$ cat src/hw/rtl/mrmt_pkg.sv
package mrmt_pkg;

    localparam int NUM_ENTRIES_DEF = 16;
    localparam int PAGE_BYTES_DEF  = 4096;
    // slot fields in the token and command structs hold the largest table (64 entries)
    localparam int SLOT_BITS       = 6;
    localparam int MAX_LIST        = 16;
    localparam logic [19:0] PAGES_MAX = 20'hFFFFF;

    typedef enum logic [1:0] {
        REQ_MAP   = 2'd0,
        REQ_UNMAP = 2'd1,
        REQ_FAULT = 2'd2,
        REQ_LIST  = 2'd3
    } t_req;

    typedef enum logic [3:0] {
        ST_OK        = 4'd0,
        ST_BAD_LEN   = 4'd1,
        ST_BAD_FLAGS = 4'd2,
        ST_MISALIGN  = 4'd3,
        ST_BUSY      = 4'd4,
        ST_NO_SLOT   = 4'd5,
        ST_BAD_FILE  = 4'd6,
        ST_NOT_FOUND = 4'd7,
        ST_NOT_MAPPED= 4'd8
    } t_status;

    typedef enum logic [1:0] {
        CMD_MAP = 2'd0,
        CMD_CLR = 2'd1,
        CMD_INC = 2'd2
    } t_cmd_op;

    localparam logic CFG_WLOW  = 1'b0;
    localparam logic CFG_WHIGH = 1'b1;

    typedef struct packed {
        t_req               req_type;
        logic [31:0]        addr;
        logic signed [31:0] length;
        logic               fixed_flag;
        logic               shared_flag;
        logic               anon_flag;
        logic               file_ok;
    } t_in;

    typedef struct packed {
        t_status     status;
        logic [3:0]  slot;
        logic [31:0] region_start;
        logic [30:0] region_length;
        logic [30:0] page_offset;
        logic [19:0] loaded_pages;
        logic [4:0]  live_count;
        logic        file_backed;
        logic        need_writeback;
        logic        entry_valid;
        logic        last;
    } t_out;

    typedef struct packed {
        logic        index;
        logic [32:0] value;
    } t_cfg;

    typedef struct packed {
        logic        live;
        logic [31:0] start;
        logic [30:0] length;
        logic        anon;
        logic        shared;
        logic [19:0] pages;
    } t_entry;

    // scan token handed from cell to cell
    typedef struct packed {
        logic                 vld;
        t_req                 req;
        logic [31:0]          addr;
        logic [32:0]          fin;
        logic                 hit;
        logic [SLOT_BITS-1:0] hit_slot;
        logic                 free;
        logic [SLOT_BITS-1:0] free_slot;
    } t_tok;

    typedef struct packed {
        logic                 en;
        t_cmd_op              op;
        logic [SLOT_BITS-1:0] slot;
        logic [31:0]          start;
        logic [30:0]          length;
        logic                 anon;
    } t_cmd;

endpackage

$ cat src/hw/rtl/mrmt_cell.sv
module mrmt_cell #(
    parameter int IDX = 0
) (
    input  logic            i_clk,
    input  logic            i_rst_n,
    input  mrmt_pkg::t_tok  i_tok,
    input  mrmt_pkg::t_cmd  i_cmd,
    output mrmt_pkg::t_tok  o_tok,
    output mrmt_pkg::t_entry o_ent
);
    import mrmt_pkg::*;

    t_entry      r_ent;
    t_tok        r_tok;
    t_tok        n_tok;
    logic [32:0] w_end;
    logic        w_match;

    assign w_end = {1'b0, r_ent.start} + {2'b0, r_ent.length};

    always_comb begin
        case (i_tok.req)
            REQ_MAP:   w_match = r_ent.live && ({1'b0, i_tok.addr} < w_end)
                                 && (i_tok.fin > {1'b0, r_ent.start});
            REQ_UNMAP: w_match = r_ent.live && (r_ent.start == i_tok.addr);
            REQ_FAULT: w_match = r_ent.live && (i_tok.addr >= r_ent.start)
                                 && ({1'b0, i_tok.addr} < w_end);
            default:   w_match = 1'b0;
        endcase
    end

    always_comb begin
        n_tok = i_tok;
        if (!i_tok.hit && w_match) begin
            n_tok.hit      = 1'b1;
            n_tok.hit_slot = SLOT_BITS'(IDX);
        end
        if (!i_tok.free && !r_ent.live) begin
            n_tok.free      = 1'b1;
            n_tok.free_slot = SLOT_BITS'(IDX);
        end
    end

    always_ff @(posedge i_clk) begin
        if (!i_rst_n) begin
            r_tok.vld <= 1'b0;
        end else begin
            r_tok <= n_tok;
        end
    end

    always_ff @(posedge i_clk) begin
        if (!i_rst_n) begin
            r_ent <= '0;
        end else if (i_cmd.en && i_cmd.slot == SLOT_BITS'(IDX)) begin
            case (i_cmd.op)
                CMD_MAP: begin
                    r_ent.live   <= 1'b1;
                    r_ent.start  <= i_cmd.start;
                    r_ent.length <= i_cmd.length;
                    r_ent.anon   <= i_cmd.anon;
                    r_ent.shared <= 1'b1;
                    r_ent.pages  <= '0;
                end
                CMD_CLR: r_ent <= '0;
                CMD_INC: begin
                    if (r_ent.pages != PAGES_MAX) begin
                        r_ent.pages <= r_ent.pages + 20'd1;
                    end
                end
                default: r_ent <= r_ent;
            endcase
        end
    end

    assign o_tok = r_tok;
    assign o_ent = r_ent;
endmodule

$ cat config.mk
export PLATFORM = sky130hd
export DESIGN_NAME = mrmt_cell
export DESIGN_NICKNAME = d
export VERILOG_FILES = /design/src/hw/rtl/mrmt_pkg.sv /design/src/hw/rtl/mrmt_cell.sv
export SDC_FILE = /design/constraint.sdc
export NUM_CORES = 1
export LEC_CHECK = 0
export BUFFER_PORTS_ARGS = -buffer_cell sky130_fd_sc_hd__clkbuf_2
export CAP_MARGIN = 20
export CORE_MARGIN = 5
export CORE_UTILIZATION = 30
export DETAILED_ROUTE_END_ITERATION = 7
export GPL_ROUTABILITY_DRIVEN = 0
export SLEW_MARGIN = 10
export SYNTH_ARGS = -nofsm -noshare
export SYNTH_HDL_FRONTEND = slang
export SYNTH_SLANG_ARGS = --single-unit
export TNS_END_PERCENT = 1
$ cat constraint.sdc
create_clock -name i_clk -period 5.45 [get_ports i_clk]
set_clock_uncertainty 0.2 [all_clocks]
set_input_delay 0 -clock i_clk [delete_from_list [all_inputs] [get_ports i_clk]]
set_output_delay 0 -clock i_clk [all_outputs]
set_load 0.01 [all_outputs]
# Word level (Yosys, flattened, before mapping)
# Index checks and enable logic that the tools add are counted.
[classes]
n_addsub = 2
order_cmp = 3
eq_ne = 7
n_mux = 4
reduce_logical = 19
[op_table]
columns = ["operator", "count"]
rows = [
  ["66-bit case mux with 2 select lines", 1],
  ["20-bit case mux with 2 select lines", 1],
  ["32-bit by 31-bit adder with 33-bit output", 1],
  ["33-bit by 32-bit greater-than comparator with 1-bit output", 1],
  ["32-bit by 33-bit < comparator with 1-bit output", 1],
  ["32-bit equality test", 1],
  ["32-bit >= comparator", 1],
  ["20-bit by 1-bit adder with 20-bit output, second input constant", 1],
  ["20-bit 2-to-1 mux", 1],
  ["20-bit inequality test, second input constant", 1],
  ["1-bit logical AND", 8],
  ["6-bit zero test", 1],
  ["2-bit by 1-bit equality test with 1-bit output, second input constant", 2],
  ["2-bit equality test, second input constant", 2],
  ["2-bit zero test", 2],
  ["2-bit nonzero test", 2],
  ["1-bit zero test", 3],
  ["1-bit case mux with 3 select lines", 1],
  ["3-bit AND reduction", 1],
  ["2-bit inequality test, second input constant", 1],
  ["2-bit AND reduction", 1],
  ["2-bit OR reduction", 1],
]
[word_totals]
reg_bits = 168
wordCells = 49

# Depth between registers and ports, before layout
[logic_depth]
ltp_word = 6
depth_mapped = 19

# Worst setup path after synthesis
# Ideal clock, no wire load.
[synth_timing]
kind = "register -> register"
from = "reg r_ent (netlist bit o_ent[53])"
to = "reg r_tok (netlist bit o_tok[10]), data pin"
setup_time_ns = 0.266
arrival_ns = 3.945
t_required_ns = 4.984
path_slack_ns = 1.039
stages_incl_launch_ff = 19
synth_period_minus_slack_ns = 4.411
path_cell_list = "dfxtp_1 > ha_1 > fa_1 > a211oi_1 > o21ai_0 > o211ai_1 > nand3_1 > a41o_1 > a21o_1 > a21oi_1 > xor2_1 > ha_1 > a21o_1 > a21o_1 > a2111oi_0 > o21ai_0 > a211o_1 > a32oi_2 > nor2_1"
[synth_between]
elab_chain_cells = 6
[synth_lines]
columns = ["item", "line_no", "source"]
rows = [
  ["start: declaration", "mrmt_cell.sv:13", "t_entry r_ent;"],
  ["start signal: assignment", "mrmt_cell.sv:71", "default: r_ent <= r_ent;"],
  ["32-bit by 31-bit adder with 33-bit output", "mrmt_cell.sv:19", "assign w_end = {1'b0, r_ent.start} + {2'b0, r_ent.length};"],
  ["32-bit by 33-bit < comparator with 1-bit output", "mrmt_cell.sv:23, mrmt_cell.sv:27", ""],
  ["1-bit logical AND", "mrmt_cell.sv:23", "REQ_MAP: w_match = r_ent.live && ({1'b0, i_tok.addr} < w_end)"],
  ["1-bit logical AND", "mrmt_cell.sv:24", "&& (i_tok.fin > {1'b0, r_ent.start});"],
  ["1-bit case mux with 3 select lines (*)", "mrmt_cell.sv:22", "case (i_tok.req)"],
  ["1-bit logical AND (*)", "mrmt_cell.sv:34", "if (!i_tok.hit && w_match) begin"],
  ["end signal: assignment", "mrmt_cell.sv:48", "r_tok <= n_tok;"],
  ["end: declaration", "mrmt_cell.sv:14", "t_tok r_tok;"],
]
# Mark *: on every way between the ends. The rest lies on a longest branch, timed or not.
# A chain may end at the register's enable or synchronous reset.

# Worst setup path in the final report
[layout_timing]
from = "reg r_ent (netlist bit o_ent[53])"
to = "reg r_tok (netlist bit o_tok[11]), data pin"
# The elaborated chain is that of the path after synthesis.

==> flow_summary.toml <==
[flow_run]
timing.max_cap.violations = 0

[sta]
slew-limit-headroom_pct = 27.89
finalHoldViolations = 0
grt_setup_unrepaired = "no"
final_min_period_over_clock_period_pct = 93.57
total_negative_slack_ns = 0
setup_viol = 0
final.setup.worst_slack_ns = 0.3505
worst_slew_pin_slew_ns = 1.082
fmaxAchievable_mhz = 196.1
min_period_ns = 5.099
final_number_of_max_transition_violations = 0
holdWs_ns = 0.06766

[cts]
cts-buffers-inserted = 17
clock_sinks = 167
max-clock-path-buffers = 2
clk_transition_reported_paths_ns = 0.07
clock_tree_from_tritoncts = "yes"
clk_latency_worst_skew_pair_ns = 0.45
root_buffer = "clkbuf_16"
h-tree-depth = 4

[logic_synthesis]
yosysTopAreaCellShare_pct = 26.24
synthesis.area_per_instance_um2 = 10.37
combinational_family_with_the_most_area_after_synthesis = "compound AO/OA/AOI/OAI gates"
synth_enable_flop_cells = 81
yosys.cell_count.top_type = "ha_1"
synth_fp_nets = 1179
complex_gate_fraction_of_the_synthesized_area_pct = 17.68
synth_top_flop_cell = "dfxtp_1"
synth.yosys.warnings = 0
synth_mux_area_share_pct = 0.1080
synth.area.top_cells = "edfxtp_1 (26%), dfxtp_1 (19%), ha_1 (17%)"
xor_and_xnor_fraction_of_the_mapped_netlist_area_pct = 3.969
synthesis.area_um2 = 9269
synth.lib_cells_used.distinct = 62
synth-async-reset-ratio_pct = 0
sequential_to_total_area_share_from_yosys_stat_pct = 44.82
synth.ff_latch_count = 167
synth_cells = 894
yosys.area_share.adder_pct = 17.36
synth.cells.most_frequent = "ha_1 (127), dfxtp_1 (86), edfxtp_1 (81)"
synth_top_cell_by_area = "edfxtp_1"
yosys.area_share.simple_pct = 12.88

[power_and_ir_drop]
vdd.ir_drop.worst_mv = 0.1920
powerDensity_nw_per_um2 = 225.7
p_leak_nw = 5.944

[global_route]
antenna_found_initial = 3
grt_pass1_wl_um = 48820
grt_usage_pct = 18.44
globalRouteOverflowTotal = 0
grt_pass1_vias = 8825
grt_start_max_net_pins = 74

[place]
pre_cts_ws_ns = 0.4148
placedInstanceArea_um2 = 11330
hpwlAfterDp_um = 25320
placedCellCount = 1594
io_buffer_count = 324

[die]
floorplan.rows = 64
initial_utilization_pct = 30.38
die_h_um = 185.8
die_w_um = 185.8
boundaryPins = 325
die_area_um2 = 34510
floorplan_core_area_um2 = 30510

[finish]
area.sequential_um2 = 4154
fin_area_um2 = 13510
syn_to_layout_area_delta_pct = 45.73
finalNonFillerCells = 1783
area_of_combinational_cells_with_multiple_inputs_um2 = 4857
layout.filler_cells = 2883
final_nets = 1656
post_route_cells_drive_above_1_share_pct = 26.52

[route]
remaining_drc_errors = 0
viasPerCell = 4.892
drt_iter0_markers = 380
postRouteWirelength_um = 32850
antenna_violating_nets_post_route = 0
vias = 8722
wl_per_cell_um = 18.42
drt_pass1_iterations = 5

[critical_path]
critPathCaptureType = "flip-flop"
r2r_setup_slack_ns = 0.35
startpoint_type = "flip-flop"
worstPathMaxFanout = 7
arrival_ns = 5.07
worstSetupPathType = "flip-flop to flip-flop"
required_arrival_time_at_the_worst_endpoint_ns = 5.42

[hold_path]
timing.hold.worst.class = "primary input to flip-flop"

[outcome]
outcome = "completed"
metrics by stage:
stage / utilization [%] / power, W
after detailed placement: 37.14 / 0.001695
after global placement: 37.14 / 0.001690
after CTS: 44.19 / 0.003084
final: 44.27 / 0.003049
after global routing: 44.27 / 0.003175
after floorplan: - / 0.001523
what timing repair did:
item,4_1_cts,5_1_grt
resized for setup,0,2
endpoints found under the setup margin,0,1
endpoints found under the hold margin,175,0
buffers inserted,0,0
hold buffers,154,0
area by class of cell:
cell class,instances,share of cell area (%)
multi-input cells,653,35.96
inverters,50,1.389
repair buffers,482,23.66
well taps,396,3.668
diodes,3,0.05558
clock buffers,18,3.177
flip-flops and latches,167,30.75
clock inverters,14,1.343
power by group:
group | internal, W | total (W) | switching, W
combinational | 0.000191 | 0.000373 | 0.000182
clock | 0.000762 | 0.00129 | 0.000531
sequential | 0.00137 | 0.00138 | 0.0000139
metal layers:
layer	vias up	global-route usage, %	wire, um
met1	4065	23.75	14400
li1	4301	-	-
met5	-	0	7
met4	2	5.917	747
met3	48	3.830	2090
met2	306	31.03	15600
critical path, stage by stage (launching register included):
cell	delay (ns)
dfxtp_1	0.35
ha_1	0.25
fa_1	0.43
a211oi_1	0.36
o21ai_0	0.16
o211ai_1	0.19
nand3_1	0.18
a41o_1	0.29
a21o_1	0.19
a21oi_1	0.17
xor2_1	0.17
ha_1	0.26
a21o_1	0.16
a21o_1	0.16
a2111oi_0	0.35
o21ai_0	0.15
a211o_1	0.27
a32oi_2	0.41
nor2_1	0.10
final timing paths:
path / start / cells after the start / endpoint
max: o_ent[53] / 18 / o_tok[11]
min: i_cmd[67] / 5 / o_ent[17]
max reg2reg: o_ent[53] / 18 / o_tok[11]
min reg2reg: o_ent[21] / 1 / o_ent[21]
flip-flops by register name, summed over array words and instances, names as in the netlist:
name and flops:
o_tok 82, o_ent 85
cell usage in the layout, fill, tap and decap left out, types with 33 or more instances in the layout:
cell	count
a22o_1	33
a21oi_1	54
ha_1	127
nor2_1	51
a21o_1	39
inv_1	49
edfxtp_1	81
nand2_1	69
dfxtp_1	86
dlygate4sd3_1	154
clkbuf_2	323
o21ai_0	54
kinds of logic after synthesis:
kind of cell | count (synthesis)
buffers and inverters | 74
AO/OA/AOI/OAI | 243
XOR/XNOR | 42
adder cells (fa/ha/maj) | 128
multiplexers | 1
flip-flops | 167
AND/OR/NAND/NOR | 239
(Power assumes the default switching activity.)
